===== src/hw/rtl/track_dwell_event_table_assert.svh =====
// Assertion macros for the track dwell event table
`ifndef TRACK_DWELL_EVENT_TABLE_ASSERT_SVH
`define TRACK_DWELL_EVENT_TABLE_ASSERT_SVH

// same-cycle implication
`define TDET_ASSERT_NOW(lbl, ante, cons) \
  lbl: assert property (@(posedge clk) disable iff (rst) (ante) |-> (cons)) \
    else $error("tdet assertion failed");

// next-cycle implication
`define TDET_ASSERT_NEXT(lbl, ante, cons) \
  lbl: assert property (@(posedge clk) disable iff (rst) (ante) |=> (cons)) \
    else $error("tdet assertion failed");

`endif


===== src/hw/rtl/tdet_pkg.sv =====
// Shared types and constants for the track dwell event table
`default_nettype none
package tdet_pkg;
  localparam int TABLE_DEPTH = 32;
  localparam int IDX_W = (TABLE_DEPTH > 1) ? $clog2(TABLE_DEPTH) : 1;

  localparam logic [2:0] KIND_IGNORED    = 3'd0;
  localparam logic [2:0] KIND_TRACKED    = 3'd1;
  localparam logic [2:0] KIND_ENTERED    = 3'd2;
  localparam logic [2:0] KIND_EXITED     = 3'd3;
  localparam logic [2:0] KIND_FRAME_DONE = 3'd4;
  localparam logic [2:0] KIND_TABLE_FULL = 3'd5;

  localparam logic [7:0] REG_ENTRY_MIN     = 8'd0;
  localparam logic [7:0] REG_EXIT_TIMEOUT  = 8'd1;
  localparam logic [7:0] REG_MIN_EXIT_DWELL = 8'd2;

  typedef struct packed {
    logic        op;
    logic        ignored;
    logic [15:0] det_id;
    logic [31:0] time_ms;
  } item_t;

  typedef struct packed {
    logic [31:0] entry_min_ms;
    logic [31:0] exit_timeout_ms;
    logic [31:0] min_exit_dwell_ms;
  } cfg_t;
endpackage
`default_nettype wire


===== src/hw/rtl/tdet_front.sv =====
// Front end: accepts input words, classifies them and queues them
`default_nettype none
module tdet_front (
  input  wire logic           clk,
  input  wire logic           rst,
  input  wire logic           s_tvalid,
  output logic                s_tready,
  input  wire logic [47:0]    s_tdata,  // det_id[15:0], time_ms[47:16]
  input  wire logic [1:0]     s_tuser,  // operation[0], is_person[1]
  output logic                q_valid,
  input  wire logic           q_ready,
  output tdet_pkg::item_t     q_item
);
  tdet_pkg::item_t buf_q [2];
  logic       wr_ptr;
  logic       rd_ptr;
  logic [1:0] count;
  logic       push;
  logic       pop;
  tdet_pkg::item_t in_item;

  always_comb begin
    in_item.op       = s_tuser[0];
    in_item.det_id   = s_tdata[15:0];
    in_item.time_ms  = s_tdata[47:16];
    in_item.ignored  = !s_tuser[1] || s_tdata[15];
  end

  assign s_tready = (count != 2'd2);
  assign push     = s_tvalid && s_tready;
  assign q_valid  = (count != 2'd0);
  assign pop      = q_valid && q_ready;
  assign q_item   = buf_q[rd_ptr];

  always_ff @(posedge clk) begin
    if (rst) begin
      wr_ptr <= 1'b0;
      rd_ptr <= 1'b0;
      count  <= 2'd0;
    end else begin
      if (push) begin
        buf_q[wr_ptr] <= in_item;
        wr_ptr        <= !wr_ptr;
      end
      if (pop) rd_ptr <= !rd_ptr;
      count <= count + {1'b0, push} - {1'b0, pop};
    end
  end
endmodule
`default_nettype wire


===== src/hw/rtl/tdet_back.sv =====
// Back end: track table, id match, update and frame-end sweep
`default_nettype none
module tdet_back (
  input  wire logic           clk,
  input  wire logic           rst,
  input  wire tdet_pkg::cfg_t cfg,
  input  wire logic           q_valid,
  output logic                q_ready,
  input  wire tdet_pkg::item_t q_item,
  output logic                m_tvalid,
  input  wire logic           m_tready,
  output logic [47:0]         m_tdata,  // track_id_out[15:0], dwell_ms[47:16]
  output logic [2:0]          m_tuser,  // kind[2:0]
  output logic                m_tlast
);
  localparam int D = tdet_pkg::TABLE_DEPTH;
  localparam int W = tdet_pkg::IDX_W;

  typedef enum logic [2:0] {
    S_IDLE, S_MATCH, S_UPDATE, S_ENTER, S_SWEEP, S_LASTOUT
  } state_t;

  state_t state;
  logic [D-1:0] valid;
  logic [D-1:0] seen;
  logic [D-1:0] entered;
  logic [D-1:0] exited;
  logic [D-1:0] visible;
  logic [15:0]  tid      [D];
  logic [31:0]  first_ms [D];
  logic [31:0]  last_ms  [D];

  tdet_pkg::item_t cur;
  logic [W-1:0] idx;
  logic [31:0]  dwell_r;
  logic [2:0]   res_kind;
  logic [15:0]  res_id;

  logic [2:0]   out_kind;
  logic [15:0]  out_id;
  logic [31:0]  out_dwell;

  logic         hit_found;
  logic [W-1:0] hit_idx;
  logic         free_found;
  logic [W-1:0] free_idx;
  logic         out_free;
  logic         out_load;
  logic [31:0]  upd_dwell;
  logic         fire;
  logic [31:0]  sw_dwell;
  logic [31:0]  sw_unseen;
  logic         sw_exit;

  always_comb begin
    hit_found  = 1'b0;
    hit_idx    = '0;
    free_found = 1'b0;
    free_idx   = '0;
    for (int i = D - 1; i >= 0; i--) begin
      if (valid[i] && tid[i] == cur.det_id) begin
        hit_found = 1'b1;
        hit_idx   = W'(i);
      end
      if (!valid[i]) begin
        free_found = 1'b1;
        free_idx   = W'(i);
      end
    end
  end

  assign out_free  = !m_tvalid || m_tready;
  assign out_load  = out_free && ((state == S_UPDATE) || (state == S_ENTER) ||
                                  (state == S_LASTOUT) || (state == S_SWEEP && sw_exit));
  assign upd_dwell = cur.time_ms - first_ms[idx];
  assign fire      = !entered[idx] && (upd_dwell >= cfg.entry_min_ms);
  assign sw_dwell  = last_ms[idx] - first_ms[idx];
  assign sw_unseen = cur.time_ms - last_ms[idx];
  assign sw_exit   = valid[idx] && !seen[idx] && visible[idx] && !exited[idx] &&
                     (sw_unseen >= cfg.exit_timeout_ms) &&
                     (sw_dwell >= cfg.min_exit_dwell_ms);
  assign q_ready   = (state == S_IDLE);
  assign m_tdata   = {out_dwell, out_id};
  assign m_tuser   = out_kind;

  always_ff @(posedge clk) begin
    if (rst) begin
      m_tvalid <= 1'b0;
    end else if (out_load) begin
      m_tvalid <= 1'b1;
    end else if (m_tready) begin
      m_tvalid <= 1'b0;
    end
  end

  always_ff @(posedge clk) begin
    if (rst) begin
      state    <= S_IDLE;
      valid    <= '0;
      seen     <= '0;
    end else begin
      case (state)
        S_IDLE: begin
          if (q_valid) begin
            cur <= q_item;
            idx <= '0;
            if (q_item.op) begin
              state <= S_SWEEP;
            end else if (q_item.ignored) begin
              res_kind <= tdet_pkg::KIND_IGNORED;
              res_id   <= q_item.det_id;
              state    <= S_LASTOUT;
            end else begin
              state <= S_MATCH;
            end
          end
        end
        S_MATCH: begin
          res_id <= cur.det_id;
          if (hit_found) begin
            idx   <= hit_idx;
            state <= S_UPDATE;
          end else if (free_found) begin
            valid[free_idx]    <= 1'b1;
            tid[free_idx]      <= cur.det_id;
            first_ms[free_idx] <= cur.time_ms;
            last_ms[free_idx]  <= cur.time_ms;
            entered[free_idx]  <= 1'b0;
            exited[free_idx]   <= 1'b0;
            visible[free_idx]  <= 1'b1;
            seen[free_idx]     <= 1'b1;
            res_kind           <= tdet_pkg::KIND_TRACKED;
            state              <= S_LASTOUT;
          end else begin
            res_kind <= tdet_pkg::KIND_TABLE_FULL;
            state    <= S_LASTOUT;
          end
        end
        S_UPDATE: begin
          if (out_free) begin
            out_kind     <= tdet_pkg::KIND_TRACKED;
            out_id       <= cur.det_id;
            out_dwell    <= upd_dwell;
            m_tlast      <= !fire;
            last_ms[idx] <= cur.time_ms;
            visible[idx] <= 1'b1;
            exited[idx]  <= 1'b0;
            seen[idx]    <= 1'b1;
            dwell_r      <= upd_dwell;
            if (fire) begin
              entered[idx] <= 1'b1;
              state        <= S_ENTER;
            end else begin
              state <= S_IDLE;
            end
          end
        end
        S_ENTER: begin
          if (out_free) begin
            out_kind  <= tdet_pkg::KIND_ENTERED;
            out_id    <= cur.det_id;
            out_dwell <= dwell_r;
            m_tlast   <= 1'b1;
            state     <= S_IDLE;
          end
        end
        S_SWEEP: begin
          if (!sw_exit || out_free) begin
            if (sw_exit) begin
              out_kind     <= tdet_pkg::KIND_EXITED;
              out_id       <= tid[idx];
              out_dwell    <= sw_dwell;
              m_tlast      <= 1'b0;
              visible[idx] <= 1'b0;
              exited[idx]  <= 1'b1;
            end
            seen[idx] <= 1'b0;
            if (idx == W'(D - 1)) begin
              res_kind <= tdet_pkg::KIND_FRAME_DONE;
              res_id   <= '0;
              state    <= S_LASTOUT;
            end else begin
              idx <= idx + W'(1);
            end
          end
        end
        S_LASTOUT: begin
          if (out_free) begin
            out_kind  <= res_kind;
            out_id    <= res_id;
            out_dwell <= '0;
            m_tlast   <= 1'b1;
            state     <= S_IDLE;
          end
        end
        default: state <= S_IDLE;
      endcase
    end
  end
endmodule
`default_nettype wire


===== src/hw/rtl/track_dwell_event_table.sv =====
// Top level of the track dwell event table
// Keeps one entry per tracked person and reports dwell, entered and exited
// events. Input words land in a two-word queue, so the upstream side keeps
// moving while results stall, until it fills. A known-track detection goes
// through dequeue, parallel id match and update in the back end, plus an
// entered event when one follows; a new-track or table-full word through
// dequeue, match and result, an ignored word through dequeue and result. A
// frame-end word runs the sweep, one table entry per cycle unless an exited
// event waits, then a frame-done result. A stalled consumer holds the back
// end. The config port is always ready; write it only while the block is idle.
`default_nettype none
module track_dwell_event_table (
  input  wire logic        clk,
  input  wire logic        rst,
  input  wire logic        s_tvalid,
  output logic             s_tready,
  input  wire logic [47:0] s_tdata,  // det_id[15:0], time_ms[47:16]
  input  wire logic [1:0]  s_tuser,  // operation[0], is_person[1]
  output logic             m_tvalid,
  input  wire logic        m_tready,
  output logic [47:0]      m_tdata,  // track_id_out[15:0], dwell_ms[47:16]
  output logic [2:0]       m_tuser,  // kind[2:0]
  output logic             m_tlast,
  input  wire logic        cfg_valid,
  output logic             cfg_ready,
  input  wire logic [7:0]  cfg_index,
  input  wire logic [31:0] cfg_data
);
  tdet_pkg::cfg_t  cfg;
  tdet_pkg::item_t q_item;
  logic            q_valid;
  logic            q_ready;

  assign cfg_ready = 1'b1;

  always_ff @(posedge clk) begin
    if (rst) begin
      cfg.entry_min_ms      <= 32'd500;
      cfg.exit_timeout_ms   <= 32'd1000;
      cfg.min_exit_dwell_ms <= 32'd1000;
    end else if (cfg_valid && cfg_ready) begin
      case (cfg_index)
        tdet_pkg::REG_ENTRY_MIN:      cfg.entry_min_ms      <= cfg_data;
        tdet_pkg::REG_EXIT_TIMEOUT:   cfg.exit_timeout_ms   <= cfg_data;
        tdet_pkg::REG_MIN_EXIT_DWELL: cfg.min_exit_dwell_ms <= cfg_data;
        default: ;
      endcase
    end
  end

  tdet_front u_front (
    .clk      (clk),
    .rst      (rst),
    .s_tvalid (s_tvalid),
    .s_tready (s_tready),
    .s_tdata  (s_tdata),
    .s_tuser  (s_tuser),
    .q_valid  (q_valid),
    .q_ready  (q_ready),
    .q_item   (q_item)
  );

  tdet_back u_back (
    .clk      (clk),
    .rst      (rst),
    .cfg      (cfg),
    .q_valid  (q_valid),
    .q_ready  (q_ready),
    .q_item   (q_item),
    .m_tvalid (m_tvalid),
    .m_tready (m_tready),
    .m_tdata  (m_tdata),
    .m_tuser  (m_tuser),
    .m_tlast  (m_tlast)
  );

  `include "track_dwell_event_table_assert.svh"

  `TDET_ASSERT_NOW(a_done_last, m_tvalid && m_tuser == tdet_pkg::KIND_FRAME_DONE, m_tlast)
  `TDET_ASSERT_NOW(a_enter_last, m_tvalid && m_tuser == tdet_pkg::KIND_ENTERED, m_tlast)
  `TDET_ASSERT_NOW(a_exit_not_last, m_tvalid && m_tuser == tdet_pkg::KIND_EXITED, !m_tlast)
  `TDET_ASSERT_NEXT(a_enter_after_tracked,
    m_tvalid && m_tready && m_tuser == tdet_pkg::KIND_TRACKED && !m_tlast,
    !(m_tvalid && m_tuser != tdet_pkg::KIND_ENTERED))
endmodule
`default_nettype wire

===== config.mk =====
export PLATFORM = sky130hd
export DESIGN_NAME = track_dwell_event_table
export DESIGN_NICKNAME = d
export VERILOG_FILES = /design/src/hw/rtl/tdet_pkg.sv /design/src/hw/rtl/tdet_front.sv /design/src/hw/rtl/tdet_back.sv /design/src/hw/rtl/track_dwell_event_table.sv
export VERILOG_INCLUDE_DIRS = /design/src /design/src/hw/rtl
export SDC_FILE = /design/constraint.sdc
export NUM_CORES = 2
export LEC_CHECK = 0
export BUFFER_PORTS_ARGS = -buffer_cell sky130_fd_sc_hd__buf_2
export CAP_MARGIN = 20
export CORE_AREA = 2 2 478 718
export CTS_BUF_LIST = sky130_fd_sc_hd__clkbuf_4 sky130_fd_sc_hd__clkbuf_8 sky130_fd_sc_hd__clkbuf_16
export DETAILED_ROUTE_END_ITERATION = 8
export DIE_AREA = 0 0 480 720
export PLACE_DENSITY_LB_ADDON = 0.2
export SYNTH_ARGS = -nofsm -noshare
export SYNTH_HDL_FRONTEND = slang
export SYNTH_HIERARCHICAL = 1
export SYNTH_SLANG_ARGS = --single-unit

===== constraint.sdc =====
create_clock -name clk -period 12.1 [get_ports clk]
set_input_delay 0.605 -clock clk [delete_from_list [all_inputs] [get_ports clk]]
set_output_delay 0.605 -clock clk [all_outputs]
set_load 0.005 [all_outputs]

# After elaboration in Yosys (flattened, before gate mapping)
# Memory sizes are Yosys's and may differ from the RTL's. A register that Yosys moved wholly into a read port is not among the register bits.
# Index checks and enable logic that the tools add are counted.
dict set report totals {
  reg_bits 420
  ram_bits 2660
  input_bits 95
  out_inout_bits 55
  elab_cells 438
  n_memories 4
}
# name depth word_bits rd rd_ports_with_merged_regs wr line_no
set memory_table {}
lappend memory_table {u_back.first_ms 32 32 1 1 1 tdet_back.sv:30} ;# logic [31:0] first_ms [D];
lappend memory_table {u_back.last_ms 32 32 1 1 1 tdet_back.sv:31} ;# logic [31:0] last_ms [D];
lappend memory_table {u_back.tid 32 16 33 1 1 tdet_back.sv:29} ;# logic [15:0] tid [D];
lappend memory_table {u_front.buf_q 2 50 1 1 1 tdet_front.sv:14} ;# tdet_pkg::item_t buf_q [2];
dict set report op_classes {
  n_addsub 6
  order_cmp 7
  eq_ne 57
  n_mux 237
  bitwise 16
  n_reduce_logical 88
}
# op count
set ops {}
lappend ops {{2-to-1 mux 32 bit} 24}
lappend ops {{equality test 16 bit} 32}
lappend ops {{2-to-1 mux 5 bit} 72}
lappend ops {{case mux 32 bit (3 select lines)} 3}
lappend ops {{bitwise OR 32 bit} 7}
lappend ops {{AND 32 bit} 5}
lappend ops {{2-to-1 mux 16 bit} 9}
lappend ops {{case mux 32 bit (4 select lines)} 1}
lappend ops {{>= comparator 32 bit} 3}
lappend ops {{case mux 16 bit (3 select lines)} 2}
lappend ops {{subtractor 32 bit} 3}
lappend ops {{2-to-1 mux 1 bit} 92}
lappend ops {{NOT 32 bit} 2}
lappend ops {{case mux 32 bit (2 select lines)} 1}
lappend ops {{2-to-1 mux 3 bit} 20}
lappend ops {{logical AND 1 bit} 44}
lappend ops {{OR reduction 32 bit} 1}
lappend ops {{binary-select mux 1 bit (select 5 bit)} 5}
lappend ops {{AND reduction 6 bit} 4}
lappend ops {{!= test 2 x 1 -> 1 bit, second input constant} 11}
lappend ops {{AND reduction 7 bit} 3}
lappend ops {{case mux 3 bit (5 select lines)} 1}
lappend ops {{case mux 5 bit (3 select lines)} 1}
lappend ops {{< comparator 5 x 6 -> 1 bit, second input constant} 2}
lappend ops {{other kinds (29)} 63}

# Logic depth before layout (Yosys ltp)
dict set report logic_depth {
  word_depth 41
  ltp_mapped 34
  depth_no_buf 28
}

# Hierarchy
# The synthesis kept the hierarchy.
# mod instances cells_per_inst area_per_inst_um2 seq_area_each_um2
set by_module_without_submodules {}
lappend by_module_without_submodules {tdet_back 1 7142 127294.6 85872.4}
lappend by_module_without_submodules {tdet_front 1 182 4112.7 3103.0}
lappend by_module_without_submodules {track_dwell_event_table 1 358 3876.2 1921.8}

# Worst setup path after synthesis
# OpenSTA, ideal clock, no wires.
dict set report synth_path {
  kind {register to register}
  from {register (tool-made name)}
  to {register u_back.exited[0], enable pin}
  setup_time_ns 0.564
  arrival_time_ns 11.482
  required_ns 11.536
  slack_ns 0.053
  path_stages_with_launch 30
  n_path_buf 5
  period_less_slack_ns 12.047
  cell_sequence {dfxtp_1 -> buf_2 -> buf_2 -> buf_2 -> buf_1 -> buf_2 -> mux4_2 -> mux4_2 -> mux2i_1 -> inv_1 -> ha_1 -> nor2b_1 -> o31a_1 -> o22ai_1 -> a21oi_1 -> a221o_1 -> a221o_1 -> and2_1 -> a31o_2 -> xor2_1 -> ha_1 -> nand2_1 -> nor3_1 -> o2111ai_1 -> nor3_1 -> o41ai_1 -> a41o_1 -> nor3_1 -> o21ai_0 -> nor3_1}
}
# item line_no
set synth_lines {}
lappend synth_lines {{end signal, assigned by index} tdet_back.sv:129} ;# exited[free_idx] <= 1'b0;
lappend synth_lines {{end signal, assigned by index} tdet_back.sv:147} ;# exited[idx] <= 1'b0;
lappend synth_lines {{end signal, assigned by index} tdet_back.sv:175} ;# exited[idx] <= 1'b1;
lappend synth_lines {{end, declared} tdet_back.sv:27} ;# logic [D-1:0] exited;

==> run_results.csv <==
group,metric,value,unit
setup_path,critical_path.top_delay_family,"compound AO/OA/AOI/OAI gates",
timing,maxSlewViolCount,0,
timing,tightestPinTransition,1.40,ns
pwr,static-leakage-power,49.1,nW
logic_synthesis,synth_edf_count,2911,
setup_path,cp_num_buf_inv,3,
route,totalWireLength,433000,µm
timing,finalClockSkew,0.0792,ns
timing,final_hold_viol_count,0,
flow_run,maxCapViolations,0,
timing,fin_tns_setup,0,ns
layout,most_common_cell_after_layout_fill_and_taps_aside,"sky130_fd_sc_hd__edfxtp_1",
worst_hold_path,holdCritStartpoint,"cfg_data[22]",
logic_synthesis,yosysUniqueCellTypes,116,
clock_network,clk_latency,0.94,ns
layout,area.growth.synth_to_final,13.2,%
grt,grt_first_pass_wirelength,603000,µm
clock_network,cts.clk_slew.worst_paths,0.06,ns
pwr,worst_ir_drop_vdd,0.280,mV
setup_path,crit_type,"reg2reg",
clock_network,numCtsBuffers,314,
setup_path,reg2reg_depth,26,
timing,timing.hold.ws,0.0755,ns
clock_network,max-clock-path-buffers,4,
setup_path,critPathArrivalTime,10.02,ns
layout,leading_cell_types_in_the_layout_fill_and_taps_excluded,"sky130_fd_sc_hd__edfxtp_1, sky130_fd_sc_hd__mux4_2, sky130_fd_sc_hd__xnor2_1",
pwr,powerDensity,272,nW/µm²
timing,fin_crit_sh,0.787,
logic_synthesis,synthTopCellsByArea,"sky130_fd_sc_hd__edfxtp_1, sky130_fd_sc_hd__mux4_2, sky130_fd_sc_hd__dfxtp_1",
floorplan,fp.coreArea,339000,µm²
setup_path,critical_path_required,12.60,ns
layout,design.final.nets,8361,
route,post_drt_via_cell_ratio,5.86,
logic_synthesis,netlist.top_cell.by_area,"sky130_fd_sc_hd__edfxtp_1",
grt,grt_max_degree,112,
logic_synthesis,synth.yosys.seq_area_share,0.672,
timing,slew-limit-headroom,0.0570,
logic_synthesis,number_of_storage_elements_in_the_synthesis_netlist,3085,
floorplan,dieArea,346000,µm²
layout,post_route_cells_drive_above_1_share,0.232,
floorplan,initial_core_utilization,0.399,
clock_network,numClockSinks,3085,
logic_synthesis,synth.yosys.warnings,6,
setup_path,r2r_setup_slack,2.58,ns
placement,port_buffers,148,
clock_network,cts.htree.levels,5,
worst_hold_path,hold_end,"cfg[22]",
placement,globalplace.congestion,0.963,
timing,timing.final.setup_violations,0,
clock_network,cts_tree,"yes",
route,route.detailed.wl_per_inst,33.8,µm
route,antenna_left,0,
logic_synthesis,ys_async_sr_fraction,0,
route,initialDrtViolationCount,7806,
route,detail_route.first_pass.iterations,6,
floorplan,top_level_ports,150,
setup_path,setup_crit_end_kind,"flop",
worst_hold_path,worstHoldPathType,"in2reg",
run_status,outcome,"finished clean",
timing,max_frequency,105,MHz
logic_synthesis,area_share_of_the_largest_cell_type_after_synthesis,0.646,
floorplan,fp.dieH,720,µm
setup_path,cpMaxStageDelayCell,"sky130_fd_sc_hd__dfxtp_4",
timing,rsz0062_at_grt,"false",
route,dr_total_vias,75100,
logic_synthesis,synthesis.area,135000,µm²
setup_path,critical_path.reg2reg.endpoint,"u_back/exited[30]",
grt,overflow,0,
placement,post-dp-hpwl,277000,µm
logic_synthesis,gate_count_after_technology_mapping,7682,
route,drc_errors,0,
setup_path,worst_path_max_stage_delay,0.89,ns
logic_synthesis,syn-num-nets,7979,
grt,global_route_usage_over_all_layers,0.248,
setup_path,worstPathMaxFanout,97,
timing,finalCriticalPeriod,9.52,ns
worst_hold_path,timing.hold.worst_path_depth,3,
grt,via_count_of_the_first_global_routing_pass,77100,
clock_network,cts_root_buf,"sky130_fd_sc_hd__clkbuf_16",
grt,number_of_antenna_violations_at_the_first_check_in_global_routing,15,
floorplan,num_rows,262,
clock_network,cts_setup_buffers,0,
setup_path,worst_path_most_repeated_cell,"sky130_fd_sc_hd__nor3_1",
setup_path,timing.critical_path.from_type,"flop",
logic_synthesis,synth-main-ff-cell,"sky130_fd_sc_hd__edfxtp_1",
floorplan,floorplan.die.width,480,µm
logic_synthesis,average_cell_area_after_synthesis,17.6,µm²
-- cells in the mapped netlist (all sizes together) (32+ instances only) --
cell	count
buf	171
dfxtp	174
clkbuf	205
nand2	325
nor4	92
mux4	824
edfxtp	2911
o21ai	165
inv	208
xnor2	383
nor3	76
nand2b	145
ha	199
a21o	55
o22ai	53
o21a	32
nand4	127
nand3	92
a21oi	172
mux2i	180
nor2	297
xor2	215
mux2	57
-- cell type report --
cell class              instances  area (µm²)
diodes                          2        5.00
multi-input cells            4010       42000
inverters                     211         792
repair buffers                442        3310
flip-flops and latches       3085       90900
fillers                     29200      186000
clock inverters               183        1960
clock buffers                 382        8490
well taps                    4488        5620
-- worst max-delay path by stage --
stage,endpoint,slack [ns],depth (start not counted)
final,u_back/exited[30],2.58,26
after global routing,u_back/visible[14],1.99,24
after CTS,u_back/seen[18],2.56,27
after detailed placement,u_back/exited[14],2.64,24
after global placement,u_back/out_id[1],2.54,24
after floorplan,u_back/exited[0],0.05,29
-- per-layer routing --
layer  global-route usage  up-vias  part of all wire
met3               0.0282      801             0.050
li1                     -    31500                 -
met2                0.456     2861              0.54
met1                0.278    39900              0.35
met5                    0        -                 0
met4                0.133        0             0.063
-- timing repair --
action | CTS | global route
hold buffers | 54 | 0
endpoints found under the hold margin | 105 | 0
gates resized for setup | 0 | 0
-- kinds of logic after synthesis --
logic type,synth area share
mux,0.157
simple gates,0.0559
xor+xnor,0.0391
flops,0.672
fa+ha+maj,0.0188
other cells,0.0000277
compound gates,0.0358
buf+inv,0.0216
-- flip-flops by register name, summed over array words and instances (netlist names), 3 cells and up, named ones only --
| signal | count |
|---|---|
| cfg | 96 |
| u_back/cur | 48 |
| u_back/dwell_r | 32 |
| u_back/entered | 32 |
| u_back/exited | 32 |
| u_back/first_ms | 1024 |
| u_back/idx | 5 |
| u_back/last_ms | 1024 |
| u_back/m_tuser | 3 |
| u_back/out_dwell | 32 |
| u_back/out_id | 16 |
| u_back/res_id | 16 |
| u_back/seen | 32 |
| u_back/state | 3 |
| u_back/tid | 512 |
| u_back/valid | 32 |
| u_back/visible | 32 |
| u_front/buf_q | 100 |
-- metrics by stage --
stage          area [µm²]   util  setup WS, ns  total power, mW  instances
5_1_grt            153000  0.452          1.99             43.3      12800
3_3_place_gp       142000  0.419          2.54             31.7      12200
3_5_place_dp       142000  0.419          2.64             31.8      12200
6_report           153000  0.452          2.58             41.7      12800
4_1_cts            153000  0.452          2.56             41.9      12800
2_1_floorplan      135000      -        0.0531             24.7       7682
-- report_power, final --
part	switching (mW)	total [mW]	internal, mW	leakage (nW)
clock network	4.21	10.0	5.83	5.19
registers	0.326	13.0	12.6	27.6
logic	11.7	18.7	6.97	16.3
-- worst reg2reg max path, cell delays in order, from the launching register on --
cell and delay [ns]:
sky130_fd_sc_hd__dfxtp_4 0.89, sky130_fd_sc_hd__buf_12 0.52, sky130_fd_sc_hd__mux4_2 0.61, sky130_fd_sc_hd__mux4_2 0.48
sky130_fd_sc_hd__mux2i_1 0.48, sky130_fd_sc_hd__inv_1 0.18, sky130_fd_sc_hd__ha_1 0.32, sky130_fd_sc_hd__nor2b_1 0.14
sky130_fd_sc_hd__o31a_1 0.29, sky130_fd_sc_hd__o22ai_1 0.32, sky130_fd_sc_hd__a21oi_1 0.21, sky130_fd_sc_hd__a221o_1 0.47
sky130_fd_sc_hd__a221o_1 0.36, sky130_fd_sc_hd__and2_1 0.22, sky130_fd_sc_hd__a221oi_2 0.29, sky130_fd_sc_hd__xnor2_1 0.17
sky130_fd_sc_hd__ha_1 0.36, sky130_fd_sc_hd__nand2_1 0.05, sky130_fd_sc_hd__nor3_1 0.32, sky130_fd_sc_hd__o2111ai_1 0.21
sky130_fd_sc_hd__nor3_1 0.24, sky130_fd_sc_hd__o41ai_1 0.12, sky130_fd_sc_hd__a41o_1 0.44, sky130_fd_sc_hd__nor3_1 0.21
sky130_fd_sc_hd__o21ai_0 0.22, sky130_fd_sc_hd__nor3_2 0.23, sky130_fd_sc_hd__buf_4 0.70
Note: power is estimated with default switching activity, not from simulation.
